[src/hw/rtl/tprq_pkg.sv]
// tprq_pkg: shared types and constants for the task priority ready queue
// command/status structs between controller and datapath, field widths, codes
// depends on nothing
`timescale 1ns / 1ps

package tprq_pkg;

   // fixed field widths on the stream ports
   localparam int CMD_W      = 2;
   localparam int ID_W       = 8;
   localparam int PRIO_W     = 3;
   localparam int STATUS_W   = 2;
   localparam int OCC_W      = 5;
   localparam int REQ_DATA_W = 16;
   localparam int RSP_DATA_W = 24;

   // command codes
   localparam logic [CMD_W-1:0] CMD_PUSH   = 2'd0;
   localparam logic [CMD_W-1:0] CMD_POP    = 2'd1;
   localparam logic [CMD_W-1:0] CMD_REMOVE = 2'd2;
   localparam logic [CMD_W-1:0] CMD_NOP    = 2'd3;

   // result status codes
   localparam logic [STATUS_W-1:0] STAT_OK   = 2'd0;
   localparam logic [STATUS_W-1:0] STAT_MISS = 2'd1;
   localparam logic [STATUS_W-1:0] STAT_FULL = 2'd2;

   // controller to datapath commands
   typedef struct packed {
      logic capture;
      logic push_start;
      logic push_step;
      logic push_place;
      logic rmv_start;
      logic rmv_step;
      logic set_miss;
      logic set_full;
      logic load_out;
   } ctl_cmd_type;

   // datapath to controller status
   typedef struct packed {
      logic [CMD_W-1:0] cmd;
      logic             empty;
      logic             full;
      logic             shift;
      logic             ptr_last;
      logic             idx_last;
      logic             out_free;
   } ctl_sts_type;

endpackage

[src/hw/rtl/tprq_ram.sv]
// tprq_ram: generic single write, single read memory with registered read
// used for the queue entry store; no dependencies
`timescale 1ns / 1ps

module tprq_ram #(
   parameter int WIDTH = 8,
   parameter int DEPTH = 16,
   localparam int AW = (DEPTH > 1) ? $clog2(DEPTH) : 1
) (
   input  logic             clock,
   input  logic             wr_en,
   input  logic [AW-1:0]    wr_addr,
   input  logic [WIDTH-1:0] wr_data,
   input  logic [AW-1:0]    rd_addr,
   output logic [WIDTH-1:0] rd_data
);

   logic [WIDTH-1:0] mem_ff [DEPTH];
   logic [WIDTH-1:0] rd_data_ff;

   // write port
   always_ff @(posedge clock) begin
      if (wr_en) begin
         mem_ff[wr_addr] <= wr_data;
      end
   end

   // registered read port
   always_ff @(posedge clock) begin
      rd_data_ff <= mem_ff[rd_addr];
   end

   assign rd_data = rd_data_ff;

endmodule

[src/hw/rtl/tprq_datapath.sv]
// tprq_datapath: entry memory, walk pointers, count, result and output registers
// driven by tprq_ctrl through tprq_pkg command/status structs; uses tprq_ram
`timescale 1ns / 1ps

module tprq_datapath #(
   parameter int QUEUE_DEPTH = 16,
   parameter int PRIO_BITS   = 3
) (
   input  logic                           clock,
   input  logic                           reset,
   input  tprq_pkg::ctl_cmd_type          ctl_cmd,
   output tprq_pkg::ctl_sts_type          ctl_sts,
   input  logic [tprq_pkg::CMD_W-1:0]     req_cmd,
   input  logic [tprq_pkg::ID_W-1:0]      req_id,
   input  logic [tprq_pkg::PRIO_W-1:0]    req_prio,
   output logic                           rsp_tvalid,
   input  logic                           rsp_tready,
   output logic [tprq_pkg::RSP_DATA_W-1:0] rsp_tdata,
   output logic [tprq_pkg::STATUS_W-1:0]  rsp_tuser
);

   import tprq_pkg::*;

   localparam int AW = $clog2(QUEUE_DEPTH);
   localparam int CW = $clog2(QUEUE_DEPTH + 1);
   localparam int EW = ID_W + PRIO_BITS;

   // control registers
   logic [CW-1:0]         cnt_ff, cnt_in;
   logic                  rsp_valid_ff, rsp_valid_in;
   // request and walk registers
   logic [CMD_W-1:0]      cmd_ff, cmd_in;
   logic [ID_W-1:0]       id_ff, id_in;
   logic [PRIO_BITS-1:0]  prio_ff, prio_in;
   logic [CW-1:0]         ptr_ff, ptr_in;
   logic [AW-1:0]         idx_ff, idx_in;
   logic                  found_ff, found_in;
   // result registers
   logic [STATUS_W-1:0]   res_status_ff, res_status_in;
   logic [ID_W-1:0]       res_id_ff, res_id_in;
   logic [PRIO_BITS-1:0]  res_prio_ff, res_prio_in;
   logic [RSP_DATA_W-1:0] rsp_data_ff, rsp_data_in;
   logic [STATUS_W-1:0]   rsp_user_ff, rsp_user_in;

   // memory port signals
   logic                  wr_en;
   logic [AW-1:0]         wr_addr;
   logic [EW-1:0]         wr_data;
   logic [AW-1:0]         rd_addr;
   logic [EW-1:0]         rd_data;
   logic [ID_W-1:0]       rd_id;
   logic [PRIO_BITS-1:0]  rd_prio;

   // helpers
   logic [PRIO_BITS+PRIO_W-1:0] req_prio_ext;
   logic [PRIO_BITS+PRIO_W-1:0] res_prio_ext;
   logic [CW+OCC_W-1:0]         cnt_ext;
   logic [CW-1:0]               cnt_m1;
   logic [CW-1:0]               ptr_m1;
   logic [CW-1:0]               ptr_m2;
   logic                        shift;
   logic                        match;
   logic                        idx_last;

   tprq_ram #(
      .WIDTH (EW),
      .DEPTH (QUEUE_DEPTH)
   ) u_ram (
      .clock   (clock),
      .wr_en   (wr_en),
      .wr_addr (wr_addr),
      .wr_data (wr_data),
      .rd_addr (rd_addr),
      .rd_data (rd_data)
   );

   assign rd_id   = rd_data[EW-1:PRIO_BITS];
   assign rd_prio = rd_data[PRIO_BITS-1:0];

   // width adaptation of priority and count fields
   assign req_prio_ext = {{PRIO_BITS{1'b0}}, req_prio};
   assign res_prio_ext = {{PRIO_W{1'b0}}, res_prio_ff};
   assign cnt_ext      = {{OCC_W{1'b0}}, cnt_ff};

   // walk arithmetic and compares
   assign cnt_m1   = cnt_ff - CW'(1);
   assign ptr_m1   = ptr_ff - CW'(1);
   assign ptr_m2   = ptr_ff - CW'(2);
   assign shift    = rd_prio > prio_ff;
   assign match    = !found_ff && ((cmd_ff == CMD_POP) || (rd_id == id_ff));
   assign idx_last = CW'(idx_ff) == cnt_m1;

   // status to controller
   always_comb begin
      ctl_sts.cmd      = cmd_ff;
      ctl_sts.empty    = cnt_ff == '0;
      ctl_sts.full     = cnt_ff == CW'(QUEUE_DEPTH);
      ctl_sts.shift    = shift;
      ctl_sts.ptr_last = ptr_ff == CW'(1);
      ctl_sts.idx_last = idx_last;
      ctl_sts.out_free = !rsp_valid_ff || rsp_tready;
   end

   // memory read address
   always_comb begin
      rd_addr = '0;
      priority if (ctl_cmd.push_start) begin
         rd_addr = cnt_m1[AW-1:0];
      end else if (ctl_cmd.push_step) begin
         rd_addr = ptr_m2[AW-1:0];
      end else if (ctl_cmd.rmv_step) begin
         rd_addr = idx_ff + AW'(1);
      end
   end

   // memory write: shift toward tail on push, toward head on remove; also place the new entry on push
   always_comb begin
      wr_en   = 1'b0;
      wr_addr = ptr_ff[AW-1:0];
      wr_data = {id_ff, prio_ff};
      priority if (ctl_cmd.push_step) begin
         wr_en = 1'b1;
         if (shift) begin
            wr_data = rd_data;
         end
      end else if (ctl_cmd.push_place) begin
         wr_en = 1'b1;
      end else if (ctl_cmd.rmv_step) begin
         wr_en   = found_ff;
         wr_addr = idx_ff - AW'(1);
         wr_data = rd_data;
      end
   end

   // next state of the datapath registers
   always_comb begin
      cnt_in        = cnt_ff;
      rsp_valid_in  = rsp_valid_ff;
      cmd_in        = cmd_ff;
      id_in         = id_ff;
      prio_in       = prio_ff;
      ptr_in        = ptr_ff;
      idx_in        = idx_ff;
      found_in      = found_ff;
      res_status_in = res_status_ff;
      res_id_in     = res_id_ff;
      res_prio_in   = res_prio_ff;
      rsp_data_in   = rsp_data_ff;
      rsp_user_in   = rsp_user_ff;

      // latch the transaction and clear the result
      if (ctl_cmd.capture) begin
         cmd_in        = req_cmd;
         id_in         = req_id;
         prio_in       = req_prio_ext[PRIO_BITS-1:0];
         ptr_in        = cnt_ff;
         res_status_in = STAT_OK;
         res_id_in     = '0;
         res_prio_in   = '0;
      end

      if (ctl_cmd.set_miss) begin
         res_status_in = STAT_MISS;
      end
      if (ctl_cmd.set_full) begin
         res_status_in = STAT_FULL;
      end

      // insertion walk from the tail
      if (ctl_cmd.push_step) begin
         if (shift) begin
            ptr_in = ptr_m1;
         end else begin
            cnt_in = cnt_ff + CW'(1);
         end
      end
      if (ctl_cmd.push_place) begin
         cnt_in = cnt_ff + CW'(1);
      end

      // removal walk from the head
      if (ctl_cmd.rmv_start) begin
         idx_in   = '0;
         found_in = 1'b0;
      end
      if (ctl_cmd.rmv_step) begin
         idx_in = idx_ff + AW'(1);
         if (match) begin
            found_in    = 1'b1;
            res_id_in   = rd_id;
            res_prio_in = rd_prio;
         end
         if (idx_last) begin
            if (found_ff || match) begin
               cnt_in = cnt_m1;
            end else begin
               res_status_in = STAT_MISS;
            end
         end
      end

      // output register
      if (ctl_cmd.load_out) begin
         rsp_valid_in = 1'b1;
         rsp_user_in  = res_status_ff;
         rsp_data_in  = {7'b0, cnt_ext[OCC_W-1:0], (cnt_ff == '0),
                         res_prio_ext[PRIO_W-1:0], res_id_ff};
      end else if (rsp_tready) begin
         rsp_valid_in = 1'b0;
      end
   end

   // control registers
   always_ff @(posedge clock) begin
      if (reset) begin
         cnt_ff       <= '0;
         rsp_valid_ff <= 1'b0;
      end else begin
         cnt_ff       <= cnt_in;
         rsp_valid_ff <= rsp_valid_in;
      end
   end

   // payload registers
   always_ff @(posedge clock) begin
      cmd_ff        <= cmd_in;
      id_ff         <= id_in;
      prio_ff       <= prio_in;
      ptr_ff        <= ptr_in;
      idx_ff        <= idx_in;
      found_ff      <= found_in;
      res_status_ff <= res_status_in;
      res_id_ff     <= res_id_in;
      res_prio_ff   <= res_prio_in;
      rsp_data_ff   <= rsp_data_in;
      rsp_user_ff   <= rsp_user_in;
   end

   assign rsp_tvalid = rsp_valid_ff;
   assign rsp_tdata  = rsp_data_ff;
   assign rsp_tuser  = rsp_user_ff;

endmodule

[src/hw/rtl/tprq_ctrl.sv]
// tprq_ctrl: command sequencer for the ready queue
// issues tprq_pkg::ctl_cmd_type to the datapath from its status struct
`timescale 1ns / 1ps

module tprq_ctrl (
   input  logic                  clock,
   input  logic                  reset,
   input  logic                  req_tvalid,
   output logic                  req_tready,
   input  tprq_pkg::ctl_sts_type ctl_sts,
   output tprq_pkg::ctl_cmd_type ctl_cmd
);

   import tprq_pkg::*;

   typedef enum logic [5:0] {
      S_IDLE       = 6'b000001,
      S_DECODE     = 6'b000010,
      S_PUSH_WALK  = 6'b000100,
      S_PUSH_PLACE = 6'b001000,
      S_RMV_WALK   = 6'b010000,
      S_FINISH     = 6'b100000
   } state_type;

   state_type state_ff, state_in;

   // next state and datapath commands
   always_comb begin
      state_in   = state_ff;
      ctl_cmd    = '0;
      req_tready = 1'b0;
      unique case (state_ff)
         S_IDLE: begin
            req_tready = 1'b1;
            if (req_tvalid) begin
               ctl_cmd.capture = 1'b1;
               state_in        = S_DECODE;
            end
         end
         S_DECODE: begin
            unique case (ctl_sts.cmd)
               CMD_PUSH: begin
                  if (ctl_sts.full) begin
                     ctl_cmd.set_full = 1'b1;
                     state_in         = S_FINISH;
                  end else if (ctl_sts.empty) begin
                     state_in = S_PUSH_PLACE;
                  end else begin
                     ctl_cmd.push_start = 1'b1;
                     state_in           = S_PUSH_WALK;
                  end
               end
               CMD_POP, CMD_REMOVE: begin
                  if (ctl_sts.empty) begin
                     ctl_cmd.set_miss = 1'b1;
                     state_in         = S_FINISH;
                  end else begin
                     ctl_cmd.rmv_start = 1'b1;
                     state_in          = S_RMV_WALK;
                  end
               end
               CMD_NOP: begin
                  state_in = S_FINISH;
               end
            endcase
         end
         S_PUSH_WALK: begin
            ctl_cmd.push_step = 1'b1;
            if (!ctl_sts.shift) begin
               state_in = S_FINISH;
            end else if (ctl_sts.ptr_last) begin
               state_in = S_PUSH_PLACE;
            end
         end
         S_PUSH_PLACE: begin
            ctl_cmd.push_place = 1'b1;
            state_in           = S_FINISH;
         end
         S_RMV_WALK: begin
            ctl_cmd.rmv_step = 1'b1;
            if (ctl_sts.idx_last) begin
               state_in = S_FINISH;
            end
         end
         S_FINISH: begin
            if (ctl_sts.out_free) begin
               ctl_cmd.load_out = 1'b1;
               state_in         = S_IDLE;
            end
         end
         default: begin
            state_in = S_IDLE;
         end
      endcase
   end

   // state register
   always_ff @(posedge clock) begin
      if (reset) begin
         state_ff <= S_IDLE;
      end else begin
         state_ff <= state_in;
      end
   end

endmodule

[src/hw/rtl/task_priority_ready_queue_core.sv]
// Sequence: a command is accepted in S_IDLE and decoded in S_DECODE, then walks the entries
// of the entry memory one per cycle (up to the occupancy), plus a placement state S_PUSH_PLACE
// for a push that reaches the head; S_FINISH then loads the result register once the output is free.
// One command in flight: the walk over the entry memory is serial, and a new command is not accepted
// until the previous result has been loaded into the output register and the sequencer is back in S_IDLE.
// Reset: synchronous; count and handshakes clear, entry memory is not cleared.
`timescale 1ns / 1ps

module task_priority_ready_queue_core #(
   parameter int QUEUE_DEPTH = 16,
   parameter int PRIO_BITS   = 3
) (
   input  logic                            clock,
   input  logic                            reset,
   // command channel
   input  logic                            req_tvalid,
   output logic                            req_tready,
   input  logic [tprq_pkg::REQ_DATA_W-1:0] req_tdata,  // task_id[7:0], priority_req[10:8]
   input  logic [tprq_pkg::CMD_W-1:0]      req_tuser,  // cmd[1:0]
   // result channel
   output logic                            rsp_tvalid,
   input  logic                            rsp_tready,
   output logic [tprq_pkg::RSP_DATA_W-1:0] rsp_tdata,  // out_task_id[7:0], out_priority[10:8],
                                                       // now_empty[11], occupancy[16:12]
   output logic [tprq_pkg::STATUS_W-1:0]   rsp_tuser   // status[1:0]
);

   import tprq_pkg::*;

   ctl_cmd_type ctl_cmd;
   ctl_sts_type ctl_sts;

   // sequencer
   tprq_ctrl u_ctrl (
      .clock      (clock),
      .reset      (reset),
      .req_tvalid (req_tvalid),
      .req_tready (req_tready),
      .ctl_sts    (ctl_sts),
      .ctl_cmd    (ctl_cmd)
   );

   // entry store and result path
   tprq_datapath #(
      .QUEUE_DEPTH (QUEUE_DEPTH),
      .PRIO_BITS   (PRIO_BITS)
   ) u_datapath (
      .clock      (clock),
      .reset      (reset),
      .ctl_cmd    (ctl_cmd),
      .ctl_sts    (ctl_sts),
      .req_cmd    (req_tuser),
      .req_id     (req_tdata[ID_W-1:0]),
      .req_prio   (req_tdata[ID_W+PRIO_W-1:ID_W]),
      .rsp_tvalid (rsp_tvalid),
      .rsp_tready (rsp_tready),
      .rsp_tdata  (rsp_tdata),
      .rsp_tuser  (rsp_tuser)
   );

endmodule

[config.mk]
export PLATFORM = sky130hd
export DESIGN_NAME = task_priority_ready_queue_core
export DESIGN_NICKNAME = d
export VERILOG_FILES = /design/src/hw/rtl/tprq_pkg.sv /design/src/hw/rtl/tprq_ram.sv /design/src/hw/rtl/tprq_datapath.sv /design/src/hw/rtl/tprq_ctrl.sv /design/src/hw/rtl/task_priority_ready_queue_core.sv
export SDC_FILE = /design/constraint.sdc
export NUM_CORES = 1
export LEC_CHECK = 0
export BUFFER_PORTS_ARGS = -buffer_cell sky130_fd_sc_hd__buf_4
export CAP_MARGIN = 20
export CORE_MARGIN = 2
export CORE_UTILIZATION = 35
export DETAILED_ROUTE_END_ITERATION = 6
export HOLD_SLACK_MARGIN = 0.03
export PLACE_DENSITY = 0.62
export RECOVER_POWER = 100
export SYNTH_ARGS = -nofsm -noshare
export SYNTH_HDL_FRONTEND = slang
export SYNTH_SLANG_ARGS = --single-unit
[constraint.sdc]
create_clock -name clock -period 2.85 [get_ports clock]
set_clock_uncertainty 0.15 [all_clocks]
set_input_delay 0.57 -clock clock [delete_from_list [all_inputs] [get_ports clock]]
set_output_delay 0.57 -clock clock [all_outputs]
set_load 0.05 [all_outputs]
==> impl_metrics.csv <==
group,metric,value,unit
clock_tree,clock_path_buffers,3,
place,place_congestion,0.8162,
timing,tightest_slew,0.6019,ns
global_route,grt_pass1_vias,6783,
pwr,p_per_area,708.4,mW/mm2
floorplanning,initial_core_util,0.3579,
worst_hold_path,whs_endpoint,"u_datapath.id_ff[4]",
worst_setup_path,startpoint_type,"flip-flop",
timing,period_share,1.025,
job,maxCapViolCount,0,
detailed_routing,avgViaCountPerCell,5.126,
cells_and_area,finalNetCount,1015,
global_route,antenna_found_initial,0,
timing,fmax,342.5,MHz
clock_tree,worstSkewPairLatency,0.53,ns
clock_tree,path_clk_slew,0.06,ns
logic_synthesis,avgSynthCellArea,12.87,um2
cells_and_area,fin_util,0.4637,
logic_synthesis,netlist_area,0.01067,mm2
logic_synthesis,ys_types,70,
place,portBuffers,37,
detailed_routing,dr.pass1.iters,5,
worst_setup_path,r2r_start,"u_datapath.cnt_ff[0]",
worst_hold_path,whs_path_depth,1,
worst_setup_path,worstSetupPathType,"reg -> reg",
logic_synthesis,yosysSeqAreaShare,0.6757,
worst_setup_path,rrSetupSlack,-0.07,ns
detailed_routing,route.detailed.drc,0,
detailed_routing,wl_per_cell,18.65,um
clock_tree,cts_tree,"done",
cells_and_area,areaGrowthSynthToFinish,29.55,%
worst_setup_path,r2r_end,"u_datapath.u_ram.rd_data[10]",
outcome,status,"complete, but fails checks",
cells_and_area,drive_gt1_frac,0.2856,
logic_synthesis,ys_top_cells_by_count,"212 x edfxtp_1, 116 x nand2_1, 58 x a21oi_1",
floorplanning,dieHeight,178.6,um
timing,relSlewSlack,0.5978,
place,placed_cell_area,0.01232,mm2
timing,whs,0.08005,ns
detailed_routing,initialDrtViolationCount,472,
cells_and_area,nFillCells,2580,
timing,maxSlewViolCount,0,
worst_setup_path,cp.required,3.09,ns
pwr,total_power,9.787,mW
worst_setup_path,reg2regPathDepth,10,
cells_and_area,n_antenna_cell,0,
logic_synthesis,yosys-top-cells-area,"edfxtp_1 60%, dfxtp_1 7.9%, nand2_1 4.1%, a21oi_1 2.7%, mux2i_1 2.1%",
floorplanning,core_region_area,0.02980,mm2
logic_synthesis,ys.flop_type,"edfxtp_1",
global_route,track_usage,0.1544,
clock_tree,htree_num_levels,1,
timing,setup_viol,6,
pwr,peakVddDrop,0.0003543,V
cells_and_area,final_area,0.01382,mm2
worst_setup_path,cp.arrival,3.16,ns
floorplanning,die_area,0.03188,mm2
floorplanning,die_x,178.6,um
timing,fin_ws,-0.06986,ns
clock_tree,cts_buffers,26,
logic_synthesis,synthArstFlopShare,0,
worst_hold_path,min-delay-start,"req_tdata[4]",
detailed_routing,vias,7115,
worst_setup_path,cp-end-kind,"flip-flop",
pwr,leakage,5.235,nW
outcome,violations,"negative setup slack",
logic_synthesis,yosysMostFrequentCell,"edfxtp_1",
clock_tree,cts-root-buf,"clkbuf_16",
logic_synthesis,synth_top_area_share,0.5969,
worst_hold_path,hold_class,"in -> reg",
global_route,grt_max_degree,45,
global_route,grt_pass1_wl,37820,um
worst_setup_path,worstPathMaxFanout,8,
floorplanning,rows,63,
logic_synthesis,yosys.area.top_type,"edfxtp_1",
logic_synthesis,ys_warn_count,0,
detailed_routing,wirelength,25890,um
global_route,grt_overflow,0,
logic_synthesis,syn_inst,829,
clock_tree,clock_sinks,254,
logic_synthesis,ys_seq_elements,254,
detailed_routing,drtAntennaViolNets,0,
place,dpl.hpwl,17080,um
logic_synthesis,synth_edf_count,212,
floorplanning,num_io_pins,50,
timing,hold_viol_final,0,
timing,post-route-min-period,2.920,ns
timing,rsz0062_at_grt,"true",
## per-layer routing
layer	vias up	global-route usage	part of all wire
met5	-	0	0
met4	0	0.04573	0.017
met3	34	0.02238	0.051
met2	231	0.2584	0.48
met1	3479	0.2079	0.45
li1	3371	-	-
## report_power, final
group | switching (mW) | internal (mW) | total (mW)
sequential | 0.135 | 4.40 | 4.54
combinational | 1.08 | 0.706 | 1.79
clock | 1.36 | 2.10 | 3.46
## timing repair
action                                  CTS  global route
pin swaps                                 0            13
gates resized for setup                  13            76
cloned                                    0             6
hold endpoints to repair                  0             0
buffers inserted                          1             8
endpoints found under the setup margin  104           240
hold buffers                              0             0
## layout make-up
cell class                 count  area [um2]  share of cell area
timing repair buffer         170        1682              0.1217
inverter                      29       108.9            0.007878
sequential                   254        7209              0.5218
multi-input combinational    497        3452              0.2498
clock inverter                11       165.2             0.01195
tap                          390       488.0             0.03532
clock buffer                  37       711.9             0.05153
## sequential cells by signal (all words and copies together), names as in the netlist
signal                    cells
u_datapath.cmd_ff             2
u_datapath.rsp_tuser          2
u_datapath.res_id_ff          8
u_datapath.rsp_tdata         17
u_datapath.cnt_ff             5
u_datapath.res_status_ff      2
u_datapath.u_ram.mem_ff     176
u_datapath.id_ff              8
u_datapath.res_prio_ff        3
u_datapath.ptr_ff             5
u_ctrl.state_ff               6
u_datapath.u_ram.rd_data     11
u_datapath.found_ff           1
u_datapath.rsp_tvalid         1
u_datapath.prio_ff            3
u_datapath.idx_ff             4
## worst max-delay path, stage by stage, from the launching register on
cell	delay [ns]
dfxtp_2	0.32
inv_2	0.08
ha_4	0.14
or3b_4	0.39
nand3_4	0.13
mux2i_4	0.30
buf_12	0.15
buf_12	0.15
mux2i_1	0.26
a221oi_2	0.11
or4_1	0.58
## worst max path at each step
stage | start | end | slack [ns] | cells after the start
3_3_place_gp | u_datapath.prio_ff[1] | u_datapath.u_ram.mem_ff[8][8] | -0.17 | 9
5_1_grt | u_ctrl.state_ff[3] | u_datapath.u_ram.rd_data[2] | -0.16 | 11
2_1_floorplan | u_ctrl.state_ff[1] | u_datapath.u_ram.mem_ff[0][10] | -0.1 | 9
6_report | u_datapath.cnt_ff[0] | u_datapath.u_ram.rd_data[10] | -0.07 | 10
3_5_place_dp | u_datapath.prio_ff[0] | u_datapath.u_ram.mem_ff[8][8] | -0.22 | 7
4_1_cts | u_datapath.cnt_ff[0] | u_datapath.u_ram.rd_data[4] | -0.06 | 10
## through the flow
step	setup TNS (ns)	worst slack (ns)	cells
global placement	-9.245	-0.1739	1325
CTS	-0.4449	-0.06218	1374
finish	-0.2750	-0.06986	1388
detailed placement	-18.09	-0.2197	1325
global route	-1.055	-0.1575	1388
floorplan	-6.119	-0.09561	835
## kinds of logic after synthesis
logic type,synth area share
buf+inv,0.03813
simple gates,0.1062
fa+ha+maj,0.01760
flops,0.6757
mux,0.02510
compound gates,0.1151
xor+xnor,0.02182
other cells,0.0003516
## cell usage in the layout, fill, tap and decap left out, types with 4 or more instances in the layout
master / Yosys / final
conb_1: 1 / 7
a21oi_2: 10 / 22
o21ai_4: 0 / 6
a21o_1: 8 / 8
a31oi_1: 14 / 14
or4_4: 0 / 4
a21oi_1: 58 / 46
a221oi_2: 0 / 7
a221oi_1: 25 / 18
xnor2_1: 9 / 9
xor2_1: 15 / 15
nand3_1: 21 / 20
nor2b_1: 4 / 4
ha_1: 15 / 13
dfxtp_1: 42 / 40
edfxtp_1: 212 / 212
nand2_1: 116 / 114
clkbuf_16: 0 / 32
buf_12: 0 / 19
buf_6: 4 / 11
nor2_1: 40 / 40
a211oi_1: 4 / 4
inv_1: 29 / 25
nand2b_1: 4 / 4
clkinv_1: 0 / 4
nor3_1: 15 / 13
mux2i_1: 22 / 17
bufinv_16: 0 / 4
o21ai_0: 21 / 21
clkbuf_1: 23 / 14
a311oi_1: 9 / 6
buf_4: 11 / 114
inv_2: 0 / 4
clkbuf_4: 0 / 13
Power figures use the tool's default switching activity.
